===== src/hdl/srb_pkg.sv =====
// Package: widths, opcodes, controller states and command/status structs for the sorted buffer.
`default_nettype none
package srb_pkg;

  localparam int OpW = 2;
  localparam int KeyW = 14;
  localparam int IdW = 32;
  localparam int CntW = 5;
  localparam int DEFAULT_DEPTH = 16;

  typedef enum logic [OpW-1:0] {
    OP_INS_SORTED = 2'd0,
    OP_INS_FRONT  = 2'd1,
    OP_REM_FIRST  = 2'd2,
    OP_REM_LAST   = 2'd3
  } op_t;

  typedef enum logic [3:0] {
    ST_IDLE,
    ST_DECODE,
    ST_SCAN_RD,
    ST_SCAN_CMP,
    ST_INSERT,
    ST_POP_FIRST,
    ST_LAST_RD,
    ST_POP_LAST,
    ST_FAIL,
    ST_RESULT
  } state_t;

  typedef struct packed {
    logic load;
    logic cur_load;
    logic cur_dec;
    logic rd;
    logic ins;
    logic pop_first;
    logic pop_last;
    logic fail;
  } cmd_t;

  typedef struct packed {
    op_t  op;
    logic full;
    logic empty;
    logic key_gt;
    logic cur_one;
  } status_t;

endpackage
`default_nettype wire


===== src/hdl/srb_in_if.sv =====
// Interface: request channel carrying one buffer operation.
`default_nettype none
interface srb_in_if;
  logic                     valid;
  logic                     ready;
  logic [srb_pkg::OpW-1:0]  opcode;
  logic [srb_pkg::KeyW-1:0] key;
  logic [srb_pkg::IdW-1:0]  ident;

  modport source (output valid, output opcode, output key, output ident, input ready);
  modport sink (input valid, input opcode, input key, input ident, output ready);
endinterface
`default_nettype wire


===== src/hdl/srb_out_if.sv =====
// Interface: response channel carrying one operation result.
`default_nettype none
interface srb_out_if;
  logic                     valid;
  logic                     ready;
  logic                     ok;
  logic [srb_pkg::KeyW-1:0] out_key;
  logic [srb_pkg::IdW-1:0]  out_ident;
  logic [srb_pkg::CntW-1:0] count;
  logic                     empty_res;

  modport source (output valid, output ok, output out_key, output out_ident, output count,
                  output empty_res, input ready);
  modport sink (input valid, input ok, input out_key, input out_ident, input count,
                input empty_res, output ready);
endinterface
`default_nettype wire


===== src/hdl/srb_ctrl.sv =====
// Controller: sequences decode, insert-position scan, shifts and result handoff.
`default_nettype none
module srb_ctrl (
  input  wire logic             clk,
  input  wire logic             rst,
  input  wire logic             in_valid,
  output logic                  in_ready,
  output logic                  out_valid,
  input  wire logic             out_ready,
  input  wire srb_pkg::status_t sts,
  output srb_pkg::cmd_t         cmd
);

  srb_pkg::state_t state;
  srb_pkg::state_t state_next;

  always_ff @(posedge clk) begin
    if (rst) begin
      state <= srb_pkg::ST_IDLE;
    end else begin
      state <= state_next;
    end
  end

  always_comb begin
    state_next = state;
    cmd = '0;
    in_ready = 1'b0;
    out_valid = 1'b0;
    unique case (state)
      srb_pkg::ST_IDLE: begin
        in_ready = 1'b1;
        if (in_valid) begin
          cmd.load = 1'b1;
          state_next = srb_pkg::ST_DECODE;
        end
      end
      srb_pkg::ST_DECODE: begin
        cmd.cur_load = 1'b1;
        priority if ((sts.op == srb_pkg::OP_INS_SORTED || sts.op == srb_pkg::OP_INS_FRONT)
                     && sts.full) begin
          state_next = srb_pkg::ST_FAIL;
        end else if ((sts.op == srb_pkg::OP_REM_FIRST || sts.op == srb_pkg::OP_REM_LAST)
                     && sts.empty) begin
          state_next = srb_pkg::ST_FAIL;
        end else if (sts.op == srb_pkg::OP_INS_SORTED && !sts.empty) begin
          state_next = srb_pkg::ST_SCAN_RD;
        end else if (sts.op == srb_pkg::OP_REM_FIRST) begin
          state_next = srb_pkg::ST_POP_FIRST;
        end else if (sts.op == srb_pkg::OP_REM_LAST) begin
          state_next = srb_pkg::ST_LAST_RD;
        end else begin
          state_next = srb_pkg::ST_INSERT;
        end
      end
      srb_pkg::ST_SCAN_RD: begin
        cmd.rd = 1'b1;
        state_next = srb_pkg::ST_SCAN_CMP;
      end
      srb_pkg::ST_SCAN_CMP: begin
        if (sts.key_gt) begin
          cmd.cur_dec = 1'b1;
          state_next = sts.cur_one ? srb_pkg::ST_INSERT : srb_pkg::ST_SCAN_RD;
        end else begin
          state_next = srb_pkg::ST_INSERT;
        end
      end
      srb_pkg::ST_INSERT: begin
        cmd.ins = 1'b1;
        state_next = srb_pkg::ST_RESULT;
      end
      srb_pkg::ST_POP_FIRST: begin
        cmd.pop_first = 1'b1;
        state_next = srb_pkg::ST_RESULT;
      end
      srb_pkg::ST_LAST_RD: begin
        cmd.rd = 1'b1;
        state_next = srb_pkg::ST_POP_LAST;
      end
      srb_pkg::ST_POP_LAST: begin
        cmd.pop_last = 1'b1;
        state_next = srb_pkg::ST_RESULT;
      end
      srb_pkg::ST_FAIL: begin
        cmd.fail = 1'b1;
        state_next = srb_pkg::ST_RESULT;
      end
      srb_pkg::ST_RESULT: begin
        out_valid = 1'b1;
        if (out_ready) begin
          state_next = srb_pkg::ST_IDLE;
        end
      end
      default: begin
        state_next = srb_pkg::ST_IDLE;
      end
    endcase
  end

endmodule
`default_nettype wire


===== src/hdl/srb_datapath.sv =====
// Datapath: record cells with parallel shift, cursor, read register and result registers.
`default_nettype none
module srb_datapath #(
  parameter int BUFFER_DEPTH = srb_pkg::DEFAULT_DEPTH
) (
  input  wire logic                     clk,
  input  wire logic                     rst,
  input  wire srb_pkg::cmd_t            cmd,
  output srb_pkg::status_t              sts,
  input  wire logic [srb_pkg::OpW-1:0]  in_opcode,
  input  wire logic [srb_pkg::KeyW-1:0] in_key,
  input  wire logic [srb_pkg::IdW-1:0]  in_ident,
  output logic                          res_ok,
  output logic [srb_pkg::KeyW-1:0]      res_key,
  output logic [srb_pkg::IdW-1:0]       res_ident,
  output logic [srb_pkg::CntW-1:0]      res_count,
  output logic                          res_empty
);

  localparam int CW = $clog2(BUFFER_DEPTH + 1);
  localparam int IW = $clog2(BUFFER_DEPTH);

  logic [srb_pkg::KeyW-1:0] keys [BUFFER_DEPTH];
  logic [srb_pkg::IdW-1:0]  idents [BUFFER_DEPTH];

  srb_pkg::op_t             item_op;
  logic [srb_pkg::KeyW-1:0] item_key;
  logic [srb_pkg::IdW-1:0]  item_ident;
  logic [CW-1:0]            fill;
  logic [CW-1:0]            cursor;
  logic [CW-1:0]            rd_idx;
  logic [srb_pkg::KeyW-1:0] rd_key;
  logic [srb_pkg::IdW-1:0]  rd_ident;

  assign rd_idx = cursor - CW'(1);

  always_ff @(posedge clk) begin
    if (cmd.load) begin
      item_op <= srb_pkg::op_t'(in_opcode);
      item_key <= in_key;
      item_ident <= in_ident;
    end
    if (cmd.rd) begin
      rd_key <= keys[rd_idx[IW-1:0]];
      rd_ident <= idents[rd_idx[IW-1:0]];
    end
  end

  always_ff @(posedge clk) begin
    if (rst) begin
      fill <= '0;
      cursor <= '0;
    end else begin
      if (cmd.cur_load) begin
        cursor <= (item_op == srb_pkg::OP_INS_FRONT) ? '0 : fill;
      end else if (cmd.cur_dec) begin
        cursor <= cursor - CW'(1);
      end
      if (cmd.ins) begin
        fill <= fill + CW'(1);
      end else if (cmd.pop_first || cmd.pop_last) begin
        fill <= fill - CW'(1);
      end
    end
  end

  always_ff @(posedge clk) begin
    for (int j = 0; j < BUFFER_DEPTH; j++) begin
      if (cmd.ins) begin
        if (cursor == CW'(j)) begin
          keys[j] <= item_key;
          idents[j] <= item_ident;
        end else if (j > 0 && cursor < CW'(j)) begin
          keys[j] <= keys[(j > 0) ? j - 1 : 0];
          idents[j] <= idents[(j > 0) ? j - 1 : 0];
        end
      end else if (cmd.pop_first && j < BUFFER_DEPTH - 1) begin
        keys[j] <= keys[(j < BUFFER_DEPTH - 1) ? j + 1 : j];
        idents[j] <= idents[(j < BUFFER_DEPTH - 1) ? j + 1 : j];
      end
    end
  end

  always_ff @(posedge clk) begin
    priority if (cmd.pop_first) begin
      res_ok <= 1'b1;
      res_key <= keys[0];
      res_ident <= idents[0];
    end else if (cmd.pop_last) begin
      res_ok <= 1'b1;
      res_key <= rd_key;
      res_ident <= rd_ident;
    end else if (cmd.ins || cmd.fail) begin
      res_ok <= cmd.ins;
      res_key <= '0;
      res_ident <= '0;
    end
  end

  assign res_count = srb_pkg::CntW'(fill);
  assign res_empty = (fill == '0);

  assign sts.op = item_op;
  assign sts.full = (fill == CW'(BUFFER_DEPTH));
  assign sts.empty = (fill == '0);
  assign sts.key_gt = (rd_key > item_key);
  assign sts.cur_one = (cursor == CW'(1));

endmodule
`default_nettype wire


===== src/hdl/sorted_record_buffer.sv =====
// Top level: sorted record buffer with request and response channels.
//
//   channel  modport  payload                                     transaction
//   req      sink     opcode, key, ident                          valid && ready
//   rsp      source   ok, out_key, out_ident, count, empty_res    valid && ready
//
// One transaction at a time. Insert at front, remove first, rejections and sorted insert
// into an empty buffer go through decode and the insert, pop or fail state; remove last
// adds a read before its pop. Sorted insert into a non-empty buffer reads and compares
// entries downward to the first not above the new key or slot 0; idle follows each result.
// Reset (rst, synchronous) empties the buffer; stored records need no clearing.
// A stalled response holds; no request is taken until it is delivered.
`default_nettype none
module sorted_record_buffer #(
  parameter int BUFFER_DEPTH = srb_pkg::DEFAULT_DEPTH
) (
  input wire logic clk,
  input wire logic rst,
  srb_in_if.sink   req,
  srb_out_if.source rsp
);

  srb_pkg::cmd_t    cmd;
  srb_pkg::status_t sts;

  srb_ctrl u_ctrl (
    .clk       (clk),
    .rst       (rst),
    .in_valid  (req.valid),
    .in_ready  (req.ready),
    .out_valid (rsp.valid),
    .out_ready (rsp.ready),
    .sts       (sts),
    .cmd       (cmd)
  );

  srb_datapath #(
    .BUFFER_DEPTH (BUFFER_DEPTH)
  ) u_datapath (
    .clk       (clk),
    .rst       (rst),
    .cmd       (cmd),
    .sts       (sts),
    .in_opcode (req.opcode),
    .in_key    (req.key),
    .in_ident  (req.ident),
    .res_ok    (rsp.ok),
    .res_key   (rsp.out_key),
    .res_ident (rsp.out_ident),
    .res_count (rsp.count),
    .res_empty (rsp.empty_res)
  );

endmodule
`default_nettype wire


===== src/flat_wrapper.sv =====
// flat-port wrapper written by rule: the top's interface ports become plain ports
module sorted_record_buffer_flat 
#(
  parameter int BUFFER_DEPTH = srb_pkg::DEFAULT_DEPTH
)
  (clk, rst, req_valid, req_opcode, req_key, req_ident, req_ready, rsp_valid, rsp_ok, rsp_out_key, rsp_out_ident, rsp_count, rsp_empty_res, rsp_ready);
  srb_in_if req_i ();
  srb_out_if rsp_i ();
  input wire logic clk;
  input wire logic rst;
  input wire logic [$bits(req_i.valid)-1:0] req_valid;
  input wire logic [$bits(req_i.opcode)-1:0] req_opcode;
  input wire logic [$bits(req_i.key)-1:0] req_key;
  input wire logic [$bits(req_i.ident)-1:0] req_ident;
  output wire logic [$bits(req_i.ready)-1:0] req_ready;
  output wire logic [$bits(rsp_i.valid)-1:0] rsp_valid;
  output wire logic [$bits(rsp_i.ok)-1:0] rsp_ok;
  output wire logic [$bits(rsp_i.out_key)-1:0] rsp_out_key;
  output wire logic [$bits(rsp_i.out_ident)-1:0] rsp_out_ident;
  output wire logic [$bits(rsp_i.count)-1:0] rsp_count;
  output wire logic [$bits(rsp_i.empty_res)-1:0] rsp_empty_res;
  input wire logic [$bits(rsp_i.ready)-1:0] rsp_ready;
  assign req_i.valid = req_valid;
  assign req_i.opcode = req_opcode;
  assign req_i.key = req_key;
  assign req_i.ident = req_ident;
  assign req_ready = req_i.ready;
  assign rsp_valid = rsp_i.valid;
  assign rsp_ok = rsp_i.ok;
  assign rsp_out_key = rsp_i.out_key;
  assign rsp_out_ident = rsp_i.out_ident;
  assign rsp_count = rsp_i.count;
  assign rsp_empty_res = rsp_i.empty_res;
  assign rsp_i.ready = rsp_ready;
  sorted_record_buffer #(.BUFFER_DEPTH(BUFFER_DEPTH)) u_core (.clk(clk), .rst(rst), .req(req_i), .rsp(rsp_i));
endmodule

===== config.mk =====
export PLATFORM = sky130hd
export DESIGN_NAME = sorted_record_buffer_flat
export DESIGN_NICKNAME = d
export VERILOG_FILES = /design/src/hdl/srb_pkg.sv /design/src/hdl/srb_in_if.sv /design/src/hdl/srb_out_if.sv /design/src/hdl/srb_ctrl.sv /design/src/hdl/srb_datapath.sv /design/src/hdl/sorted_record_buffer.sv /design/src/flat_wrapper.sv
export SDC_FILE = /design/constraint.sdc
export NUM_CORES = 2
export LEC_CHECK = 0
export ABC_AREA = 1
export ABC_CLOCK_PERIOD_IN_PS = 8450
export BUFFER_PORTS_ARGS = -buffer_cell sky130_fd_sc_hd__buf_4
export CORE_MARGIN = 5
export CORE_UTILIZATION = 44
export CTS_CLUSTER_DIAMETER = 150
export DETAILED_ROUTE_END_ITERATION = 12
export REMOVE_ABC_BUFFERS = 1
export SLEW_MARGIN = 20
export SYNTH_ARGS = -nofsm -noshare
export SYNTH_HDL_FRONTEND = slang
export SYNTH_HIERARCHICAL = 1
export SYNTH_SLANG_ARGS = --single-unit
export TNS_END_PERCENT = 100

===== constraint.sdc =====
create_clock -name clk -period 8.45 [get_ports clk]
set_input_delay 0.4225 -clock clk [delete_from_list [all_inputs] [get_ports clk]]
set_output_delay 0.4225 -clock clk [all_outputs]
set_load 0.005 [all_outputs]

==> flow_metrics.py <==
metrics = {
    "run_status": {
        "status": "finished clean",
    },
    "synthesis": {
        "syn_area_sq_um": 52000,
        "synthSimpleGateAreaFrac_pct": 24.9,
        "ys_top_cells_by_count": "1732 x nand2_1, 957 x nand3_1, 876 x edfxtp_1",
        "synth-seq-cells": 891,
        "synth_compound_area_share_pct": 14.0,
        "synth-edff-count": 876,
        "avgSynthCellArea_sq_um": 8.11,
        "ys.flop_type": "edfxtp_1",
        "seq_area_frac_synth_pct": 51.2,
        "synth_adder_area_share_pct": 0.544,
        "synth_mux_area_share_pct": 0,
        "synth_top_family_by_area": "simple AND/OR/NAND/NOR gates",
        "yosysMostFrequentCell": "nand2_1",
        "yosysWarnings": 6,
        "synth_cell_type_count": 33,
        "synth_top_area_share_pct": 50.6,
        "async_reset_ff_share_pct": 0,
        "synth_area_leaders": "edfxtp_1 51%, nand2_1 13%, nand3_1 9.2%",
        "synth_xor_area_share_pct": 0.0505,
        "synth_cells": 6410,
        "yosysTopAreaCell": "edfxtp_1",
    },
    "global_route": {
        "overflow": 0,
        "antenna_found_initial": 4,
        "grt_pass1_wl_microns": 293000,
        "grt_max_degree": 243,
        "grtUsageTotal_pct": 30.6,
        "grt_pass1_vias": 45700,
    },
    "finish": {
        "final_util_pct": 48.5,
        "diodes": 0,
        "fin_nets": 6250,
        "seq_area_sq_um": 26600,
        "drive_gt1_share_pct": 6.46,
        "multi_input_area_sq_um": 20900,
        "area_growth_pct": 9.86,
        "n_fill_cell": 11300,
        "finish.instance_area_sq_um": 57100,
    },
    "pwr": {
        "p_seq_share_pct": 33.3,
        "leakage_nw": 23.1,
        "power.total_mw": 22.0,
        "p_switching_mw": 9.94,
        "p_comb_share_pct": 45.5,
        "peakVddDrop_uv": 446,
        "p_clk_share_pct": 21.2,
        "internal-power_mw": 12.1,
        "p_sw_share_pct": 45.1,
        "cellPowerDensity_nw_per_um2": 386,
    },
    "clocking": {
        "numCtsBuffers": 104,
        "insertion_delay_ns": 0.71,
        "cts-resized-gates": 0,
        "clockBufferDepth": 3,
        "cts_sinks": 891,
        "clk_pin_slew_ns": 0.06,
        "cts_tree": "built",
        "h-tree-depth": 3,
        "clk_root_buffer_cell": "clkbuf_16",
    },
    "floorplan": {
        "dieArea_sq_um": 125000,
        "ios": 107,
        "initial_core_util_pct": 44.2,
        "die_x_microns": 354,
        "die_h_microns": 354,
        "core_area_sq_um": 118000,
        "num_rows": 126,
    },
    "route": {
        "dr.pass1.iters": 6,
        "wl_microns": 199000,
        "drtIter0Drc": 6956,
        "viasPerCell": 6.25,
        "antenna_left": 0,
        "wire_per_inst_microns": 25.5,
        "vias": 48700,
        "drcViolationCount": 0,
    },
    "hold_path": {
        "hp-start": "rsp_ready",
        "hold_class": "input pin to register",
    },
    "critical_path": {
        "cp-end-kind": "register",
        "worstPathCellList": "inv_6, buf_4, ha_1, nand3_4, buf_4, nand2_2, buf_4, o211ai_1, buf_4",
        "cp_slowest_stage_delay_ns": 1.02,
        "regToRegStartpoint": "u_core/u_datapath/cursor[0]$_SDFFE_PP0P_",
        "path_max_fanout": 82,
        "crit_path_top_delay_cell": "dfxtp_4",
        "arrival_ns": 5.76,
        "crit_required_ns": 8.76,
        "critPathLaunch": "u_core/u_datapath/cursor[0]$_SDFFE_PP0P_",
        "critPathKind": "register to register",
        "cpMostUsedCell": "buf_4",
        "critPathLaunchType": "register",
    },
    "sta": {
        "worst_pin_slew_ns": 1.26,
        "fmaxAchievable_ghz": 0.183,
        "finalMaxSlewViolations": 0,
        "rsz0062_at_grt": "false",
        "setup_tns_ns": 0,
        "min_period_ns": 5.45,
        "period_share_pct": 64.5,
        "hold_violations": 0,
        "slew_headroom_pct": 15.9,
        "skew_ns": 0.0262,
        "setup_viol": 0,
        "layout_setup_ws_ns": 3.00,
    },
    "run": {
        "maxCapViolCount": 0,
    },
    "place": {
        "dp_hpwl_microns": 103000,
        "port_buffers": 106,
        "place_congestion": 0.836,
        "dpl_cell_area_sq_um": 53200,
        "pre_cts_slack_ns": 3.25,
    },
}
power groups by stage:
stage / Clock, mW / Sequential [mW] / Combinational [mW]
detailed placement: 0 / 7.38 / 9.70
floorplan: 0 / 7.38 / 6.37
global placement: 0 / 7.38 / 9.55
global route: 4.89 / 7.41 / 10.8
CTS: 4.73 / 7.31 / 9.75
finish: 4.66 / 7.33 / 10.0
critical path: cells and delay by family (launching register included):
family,cells,cell delay (ns)
AOI/OAI and AO/OA,1,0.26
buffers and inverters,5,2.73
adders and majority gates,1,0.37
and+or+nand+nor,2,0.50
DFF,1,1.02
flip-flops by register name (all words and copies together), names as in the netlist:
signal	cells
u_core/u_ctrl/state	4
u_core/u_datapath/cursor	5
u_core/u_datapath/idents	512
u_core/u_datapath/item_ident	32
u_core/u_datapath/item_key	14
u_core/u_datapath/item_op	2
u_core/u_datapath/keys	224
u_core/u_datapath/rd_ident	32
u_core/u_datapath/rd_key	14
u_core/u_datapath/res_count	5
u_core/u_datapath/res_ident	32
u_core/u_datapath/res_key	14
u_core/u_datapath/res_ok	1
logic make-up after synthesis:
logic type	Yosys count
flip-flops	891
XOR/XNOR	3
adder cells (fa/ha/maj)	22
buffers and inverters	1176
AO/OA/AOI/OAI	1300
AND/OR/NAND/NOR	3018
area by class of cell:
type,instances,share of cell area [%]
Sequential cell,891,46.6
Multi-Input combinational cell,4343,36.7
Clock buffer,121,4.74
Inverter,599,3.99
Timing Repair Buffer,237,3.42
Tap cell,1536,3.36
Clock inverter,63,1.22
layer usage:
| layer | part of all wire (%) | vias to the layer above | track usage (%) |
|---|---|---|---|
| met5 | 0.0080 | - | 0 |
| met4 | 4.3 | 2 | 11.8 |
| met3 | 13 | 595 | 6.06 |
| met2 | 44 | 3431 | 47.5 |
| met1 | 39 | 23000 | 42.5 |
| li1 | - | 21600 | - |
layout by cell type (no fill, tap or decap), types with 49 or more instances in the layout:
| cell | Yosys | routed |
|---|---|---|
| o21ai_0 | 603 | 601 |
| nand3_1 | 957 | 941 |
| inv_1 | 591 | 587 |
| a21oi_1 | 253 | 252 |
| dlygate4sd3_1 | 0 | 49 |
| a31oi_1 | 134 | 134 |
| o21ai_1 | 75 | 74 |
| o211ai_1 | 231 | 231 |
| nor2_1 | 169 | 164 |
| edfxtp_1 | 876 | 876 |
| buf_4 | 34 | 183 |
| nand2_1 | 1732 | 1719 |
| clkbuf_16 | 0 | 106 |
| nand4_1 | 141 | 141 |
stage by stage:
stage               hold WS, ns  cells
finish                   0.0504   7790
global route             0.0817   7790
CTS                      0.0219   7790
detailed placement        0.468   7557
global placement          0.481   7556
floorplan                 0.461   5833
worst paths after layout:
check / to / cells past startpoint / slack (ns)
setup / recovery: u_core/u_datapath/idents[2][22]$_DFFE_PP_ / 9 / 3.00
setup reg to reg: u_core/u_datapath/idents[2][22]$_DFFE_PP_ / 9 / 3.00
hold reg to reg: u_core/u_datapath/res_ok$_SDFFE_PP1P_ / 2 / 0.50
hold / removal: u_core/u_ctrl/state[0]$_SDFFE_PP0P_ / 4 / 0.05
what timing repair did:
| action | in CTS | in global routing |
|---|---|---|
| hold endpoints to repair | 53 | 0 |
| buffers inserted | 0 | 0 |
| hold buffers | 49 | 0 |
No activity file was read; power rests on OpenSTA's default activity.
